===== src/assert_macros.svh =====
// Assertion macros shared by the priority queue RTL.
// Each use expands to one labeled concurrent assertion that reports by $error.
`ifndef ASSERT_MACROS_SVH
`define ASSERT_MACROS_SVH

// Checks a property at every clock edge outside reset.
`define PQ_ASSERT(lbl, clk, rst, prop) \
   lbl: assert property (@(posedge clk) disable iff (rst) (prop)) \
      else $error("assertion failed");

// Checks that a condition leads to a consequence in the next cycle.
`define PQ_ASSERT_NEXT(lbl, clk, rst, ante, cons) \
   lbl: assert property (@(posedge clk) disable iff (rst) (ante) |=> (cons)) \
      else $error("assertion failed");

`endif


===== src/pq_pkg.sv =====
// Shared types, constants and helpers of the stable minimum priority queue.
// Used by pq_cell and min_priority_queue_fifo_ties_unit; depends on nothing.
package pq_pkg;

   localparam int CAPACITY      = 16;
   localparam int PRIORITY_BITS = 8;

   typedef enum logic {
      FUNC_INSERT = 1'b0,
      FUNC_DELETE = 1'b1
   } pq_func_type;

   typedef enum logic [1:0] {
      STATUS_DONE  = 2'd0,
      STATUS_EMPTY = 2'd1,
      STATUS_FULL  = 2'd2
   } pq_status_type;

   typedef struct packed {
      pq_func_type        func;
      logic signed [31:0] item_value;
      logic [7:0]         item_priority;
   } pq_req_type;

   typedef struct packed {
      logic               removed_valid;
      logic signed [31:0] removed_value;
      logic [7:0]         removed_priority;
      pq_status_type      status;
   } pq_rsp_type;

   typedef logic [PRIORITY_BITS-1:0] pq_prio_type;

   typedef struct packed {
      logic               valid;
      logic signed [31:0] value;
      pq_prio_type        prio;
   } pq_slot_type;

   typedef struct packed {
      logic        ins;
      logic        del;
      logic [31:0] value;
      pq_prio_type prio;
   } pq_cmd_type;

   function automatic pq_prio_type to_slot_prio(input logic [7:0] p);
      logic [31:0] wide;
      wide = {24'd0, p};
      return wide[PRIORITY_BITS-1:0];
   endfunction

   function automatic logic [7:0] to_field_prio(input pq_prio_type p);
      logic [31:0] wide;
      wide = 32'(p);
      return wide[7:0];
   endfunction

endpackage


===== src/min_priority_queue_fifo_ties_unit.sv =====
// Channel   Direction  Handshake            Payload
// req       in         req_valid/req_stall  pq_req_type
// rsp       out        rsp_valid/rsp_stall  pq_rsp_type
// One item is taken per cycle while req_stall is low; its result appears in the output register in the next cycle.
// Every cell of the chain compares and moves in parallel, so one cell sets the cycle.
// Reset is synchronous and empties the chain and the output register.
// req_stall is high only while the output register holds a result and rsp_stall is high.
// The chain keeps entries sorted by priority with earlier arrivals ahead on ties.
module min_priority_queue_fifo_ties_unit (
   input  logic               clock,
   input  logic               reset,
   input  logic               req_valid,
   output logic               req_stall,
   input  pq_pkg::pq_req_type req_data,
   output logic               rsp_valid,
   input  logic               rsp_stall,
   output pq_pkg::pq_rsp_type rsp_data
);

`include "assert_macros.svh"

   pq_pkg::pq_slot_type              chain [pq_pkg::CAPACITY];
   logic [pq_pkg::CAPACITY-1:0]      gt_vec;
   logic [pq_pkg::CAPACITY-1:0]      valid_vec;
   pq_pkg::pq_cmd_type               cmd;
   logic                             accept;
   logic                             is_insert;
   logic                             full;
   logic                             empty;
   pq_pkg::pq_rsp_type               rsp_in;
   pq_pkg::pq_rsp_type               rsp_ff;
   logic                             rsp_valid_in;
   logic                             rsp_valid_ff;

   assign req_stall = rsp_valid_ff && rsp_stall;
   assign accept    = req_valid && !req_stall;
   assign is_insert = (req_data.func == pq_pkg::FUNC_INSERT);
   assign full      = chain[pq_pkg::CAPACITY-1].valid;
   assign empty     = !chain[0].valid;

   assign cmd.ins   = accept && is_insert && !full;
   assign cmd.del   = accept && !is_insert && !empty;
   assign cmd.value = req_data.item_value;
   assign cmd.prio  = pq_pkg::to_slot_prio(req_data.item_priority);

   for (genvar i = 0; i < pq_pkg::CAPACITY; i++) begin : g_cell
      pq_pkg::pq_slot_type left_slot;
      pq_pkg::pq_slot_type right_slot;
      logic                left_gt;

      if (i == 0) begin : g_first
         assign left_slot = '0;
         assign left_gt   = 1'b0;
      end else begin : g_mid
         assign left_slot = chain[i-1];
         assign left_gt   = gt_vec[i-1];
      end

      if (i == pq_pkg::CAPACITY - 1) begin : g_last
         assign right_slot = '0;
      end else begin : g_inner
         assign right_slot = chain[i+1];
      end

      assign valid_vec[i] = chain[i].valid;

      pq_cell u_cell (
         .clock      (clock),
         .reset      (reset),
         .cmd        (cmd),
         .left_slot  (left_slot),
         .left_gt    (left_gt),
         .right_slot (right_slot),
         .slot       (chain[i]),
         .gt         (gt_vec[i])
      );
   end

   always_comb begin
      rsp_in = '0;
      rsp_in.status = pq_pkg::STATUS_DONE;
      if (is_insert) begin
         if (full) begin
            rsp_in.status = pq_pkg::STATUS_FULL;
         end
      end else if (empty) begin
         rsp_in.status = pq_pkg::STATUS_EMPTY;
      end else begin
         rsp_in.removed_valid    = 1'b1;
         rsp_in.removed_value    = chain[0].value;
         rsp_in.removed_priority = pq_pkg::to_field_prio(chain[0].prio);
      end
   end

   assign rsp_valid_in = accept || (rsp_valid_ff && rsp_stall);

   always_ff @(posedge clock) begin
      if (reset) begin
         rsp_valid_ff <= 1'b0;
      end else begin
         rsp_valid_ff <= rsp_valid_in;
      end
   end

   always_ff @(posedge clock) begin
      if (accept) begin
         rsp_ff <= rsp_in;
      end
   end

   assign rsp_valid = rsp_valid_ff;
   assign rsp_data  = rsp_ff;

   // Occupied cells always form an unbroken run starting at the head.
   `PQ_ASSERT(a_chain_packed, clock, reset,
      (valid_vec & (valid_vec + {{(pq_pkg::CAPACITY-1){1'b0}}, 1'b1})) == '0)
   // The head never holds a larger priority than the cell behind it.
   `PQ_ASSERT(a_head_sorted, clock, reset,
      !chain[1].valid || (chain[0].prio <= chain[1].prio))
   // A delete on a non-empty queue returns an entry in the next cycle.
   `PQ_ASSERT_NEXT(a_delete_returns, clock, reset, cmd.del,
      rsp_valid && rsp_data.removed_valid)
   // A dropped insert leaves the chain occupancy unchanged.
   `PQ_ASSERT_NEXT(a_full_drop, clock, reset, accept && is_insert && full,
      $stable(valid_vec))

endmodule


===== src/pq_cell.sv =====
// One cell of the sorted chain: holds a single entry and trades it with its neighbors.
// Depends on pq_pkg for the slot and command types.
module pq_cell (
   input  logic                clock,
   input  logic                reset,
   input  pq_pkg::pq_cmd_type  cmd,
   input  pq_pkg::pq_slot_type left_slot,
   input  logic                left_gt,
   input  pq_pkg::pq_slot_type right_slot,
   output pq_pkg::pq_slot_type slot,
   output logic                gt
);

   logic               valid_ff;
   logic               valid_in;
   logic signed [31:0] value_ff;
   logic signed [31:0] value_in;
   pq_pkg::pq_prio_type prio_ff;
   pq_pkg::pq_prio_type prio_in;

   // An empty cell counts as holding a priority above every real one.
   assign gt = !valid_ff || (prio_ff > cmd.prio);

   assign slot.valid = valid_ff;
   assign slot.value = value_ff;
   assign slot.prio  = prio_ff;

   always_comb begin
      valid_in = valid_ff;
      value_in = value_ff;
      prio_in  = prio_ff;
      if (cmd.ins && gt) begin
         if (left_gt) begin
            valid_in = left_slot.valid;
            value_in = left_slot.value;
            prio_in  = left_slot.prio;
         end else begin
            valid_in = 1'b1;
            value_in = cmd.value;
            prio_in  = cmd.prio;
         end
      end else if (cmd.del) begin
         valid_in = right_slot.valid;
         value_in = right_slot.value;
         prio_in  = right_slot.prio;
      end
   end

   always_ff @(posedge clock) begin
      if (reset) begin
         valid_ff <= 1'b0;
      end else begin
         valid_ff <= valid_in;
      end
   end

   always_ff @(posedge clock) begin
      value_ff <= value_in;
      prio_ff  <= prio_in;
   end

endmodule


===== config.mk =====
export PLATFORM = sky130hd
export DESIGN_NAME = min_priority_queue_fifo_ties_unit
export DESIGN_NICKNAME = d
export VERILOG_FILES = /design/src/pq_pkg.sv /design/src/min_priority_queue_fifo_ties_unit.sv /design/src/pq_cell.sv
export VERILOG_INCLUDE_DIRS = /design/src /design/src/src
export SDC_FILE = /design/constraint.sdc
export NUM_CORES = 2
export LEC_CHECK = 0
export BUFFER_PORTS_ARGS = -buffer_cell sky130_fd_sc_hd__clkbuf_2
export CAP_MARGIN = 30
export CORE_ASPECT_RATIO = 1.25
export CORE_UTILIZATION = 55
export CTS_CLUSTER_DIAMETER = 80
export DETAILED_ROUTE_END_ITERATION = 10
export PLACE_DENSITY = 0.69
export SYNTH_ARGS = -nofsm -noshare
export SYNTH_HDL_FRONTEND = slang
export SYNTH_SLANG_ARGS = --single-unit

===== constraint.sdc =====
create_clock -name clock -period 5.3 [get_ports clock]
set_input_delay 0.795 -clock clock [delete_from_list [all_inputs] [get_ports clock]]
set_output_delay 0.795 -clock clock [all_outputs]
set_load 0.03 [all_outputs]

==> results.toml <==
[logic_synthesis]
synth_common_cells = "699 x o21ai_0, 683 x edfxtp_1, 560 x mux2i_1, 411 x nand2_1, 197 x clkbuf_1"
synthTopCellsByArea = "edfxtp_1 55%, mux2i_1 15%, o21ai_0 9.3%"
syn_avg_cell_area_um2 = 11.3
synth_edf_count = 683
synthSimpleGateAreaFrac_pct = 7.37
synth_flop_cell = "edfxtp_1"
synthesis.instances = 3317
synth.top_cell.area_share_pct = 54.7
synth_compound_area_share_pct = 13.3
syn_nets = 3482
synthAdderAreaFrac_pct = 4.00
yosysMostFrequentCell = "o21ai_0"
ys_types = 44
synth_area_leader_cell = "edfxtp_1"
async_flop_share_pct = 0
synth_seq_cells = 700
synth_top_family_by_area = "multiplexers"
synth_seq_area_share_pct = 55.6
synthXorXnorAreaFrac_pct = 0
syn-cell-area_um2 = 37500
synthMuxAreaShare_pct = 16.2
synth_warnings = 0

[sta]
fin_crit_ns = 3.67
hold_viol = 0
worstMarginPinSlew_ns = 1.04
slew_headroom_pct = 30.7
fin_setup_tns_ns = 0
drv_slew = 0
fmax_mhz = 273
finalSetupViolCount = 0
period_share_pct = 69.2
finClkSkew_ns = 0.0315
rsz0062_at_grt = "false"

[placement]
dp_cells = 4050
dpl_cell_area_um2 = 38800
gp_congestion = 0.854
dp_hpwl_mm = 63.0
portBuffers = 89

[final_layout]
num-fill-cells = 5332
drive_above_1_share_pct = 9.61
nets = 3424
final_cell_area_um2 = 40900
area_growth_pct = 9.02
stdcell_count = 4175
seq_area_um2 = 20900
multiInputGateArea_um2 = 15700
final_util_pct = 60.9

[flow_run]
maxCapViolCount = 0

[route]
post_drt_wl_per_cell_um = 21.7
dr_total_vias = 25800
drtPass1Iterations = 6
vias_per_cell = 6.17
ant_nets = 0
drt_wl_total_mm = 90.7
drc_errors = 0
drt_iter0_drc = 2490

[power]
powerDensity_nw_per_um2 = 321
vdd_drop_max_mv = 0.259
power_leakage_uw = 0.0142
power_uw = 13100

[clocking]
numCtsBuffers = 71
clock-root-buffer = "clkbuf_16"
cts_resized = 0
clk_pin_slew_ns = 0.06
htree_levels = 3
cts_buffer_depth = 3
post_cts_buffers = 0
cts_hold_buf = 0
clkSinkCount = 700
cts_tree = "built"
clk_latency_ns = 0.62

[setup_path]
worstSetupEndpointType = "flip-flop"
reg2reg_depth = 5
crit_family = "simple AND/OR/NAND/NOR gates"
cpMaxStageDelayCell = "nand2_1"
arrival_ns = 4.01
r2r_slack_ns = 1.81
startpoint_type = "input pin"
crit_required_ns = 5.64
path_cells = "clkbuf_2 -> inv_1 -> ha_1 -> nand4_1 -> or3_1 -> and2_1 -> o31ai_4 -> nand2_1 -> buf_4"
r2r-end = "g_cell[3].u_cell.value_ff[16]"
crit_buf_inv = 3
worst_r2r_startpoint = "g_cell[15].u_cell.valid_ff"
crit_path_max_fanout = 22
path_class = "in2reg"
critPathMaxStageDelay_ns = 0.59

[worst_hold_path]
hold_path_startpoint = "req_valid"
worstHoldEndpoint = "rsp_valid"
hold_path_depth = 3
holdCritPathClass = "in2reg"

[grt]
gr-usage-all-layers_pct = 26.3
grt_pass1_wl_mm = 145
grt_overflow = 0
grt_max_degree = 83
antenna_found_initial = 1
grt_pass1_vias = 25300

[floorplan]
core-area_um2 = 67100
die_h_um = 294
dieArea_um2 = 69200
fp.dieW_um = 236
rows = 106
pin_count = 90
start_util_pct = 55.9

[outcome]
status = "completed"
## state kept, by name (all words and copies together), names as in the netlist
| signal | flops |
|---|---|
| rsp_valid | 1 |
| g_cell.u_cell.value_ff | 512 |
| g_cell.u_cell.valid_ff | 16 |
| rsp_data | 43 |
| g_cell.u_cell.prio_ff | 128 |
## worst register-to-register path, cell delays in order (launching register included)
cell     delay, ns
dfxtp_1       0.64
or3_4         0.77
buf_4         0.66
or2_2         0.68
nand2_1       0.11
buf_4         0.31
## worst max path at each step
stage | depth (start not counted) | slack, ns | start | endpoint
2_1_floorplan | 10 | 1.11 | req_data[5] | g_cell[4].u_cell.prio_ff[0]
3_3_place_gp | 9 | 1.09 | req_data[4] | g_cell[7].u_cell.value_ff[22]
3_5_place_dp | 9 | 0.99 | req_data[5] | g_cell[4].u_cell.value_ff[22]
4_1_cts | 9 | 1.67 | req_data[5] | g_cell[7].u_cell.value_ff[26]
5_1_grt | 9 | 1.41 | req_data[5] | g_cell[4].u_cell.value_ff[22]
6_report | 9 | 1.63 | req_data[5] | g_cell[7].u_cell.value_ff[27]
## layout by cell type, fill, tap and decap left out, types with 2 or more instances in the layout
master     synthesis  final
o21ai_0          699    699
edfxtp_1         683    683
mux2i_1          560    560
nand2_1          411    409
a21oi_1          123    122
ha_1             120    120
clkbuf_2           0     89
clkbuf_16          0     72
nor2_1            70     70
buf_4              2     53
nand3_1           52     51
o21ai_1           52     51
and3_1            39     39
mux2_4            31     31
inv_1             28     27
nand4_1           23     23
nor2b_1           18     18
clkinv_2           0     17
dfxtp_1           17     17
o31ai_4            0     15
clkinv_1           0     14
nand2b_1          13     13
a211oi_1          13     13
o211ai_1          13     13
clkbuf_1         197     13
buf_12             0     10
or3_1              8      8
o21bai_1           7      7
a311oi_1           6      6
o311ai_4           0      4
or2_2              3      4
o2bb2a_1           4      4
and2_1             3      3
o22a_1             3      3
o311ai_2           0      2
nand2_2            0      2
mux2_2             2      2
bufinv_16          0      2
clkbuf_8           0      2
## final cells by class
type	count	area share [%]
well taps	864	2.64
repair buffers	152	2.55
inverters	28	0.257
multi-input cells	2306	38.3
clock inverters	37	0.612
flip-flops and latches	700	51.0
clock buffers	87	4.59
diodes	1	0.00612
## through the flow
stage	hold WS (ns)	worst slack, ns
floorplan	0.481	1.11
global placement	0.502	1.09
detailed placement	0.516	0.992
CTS	0.381	1.67
global route	0.409	1.41
finish	0.408	1.63
## logic make-up after synthesis
family / Yosys count
buffers and inverters: 311
AOI/OAI and AO/OA: 949
and+or+nand+nor: 644
muxes: 593
DFF: 700
adders and majority gates: 120
## power breakdown
group	leakage [µW]	switching (µW)	internal, µW
Sequential	0.00661	220	6580
Combinational	0.00658	1060	548
Clock	0.00106	2110	2620
## routing by layer
metal / GRT usage, % / share of wire [%]
met1: 37.3 / 45
met2: 42.8 / 47
met3: 2.94 / 6.8
met4: 7.01 / 1.9
met5: 0 / 0
No activity file was read; power rests on OpenSTA's default activity.
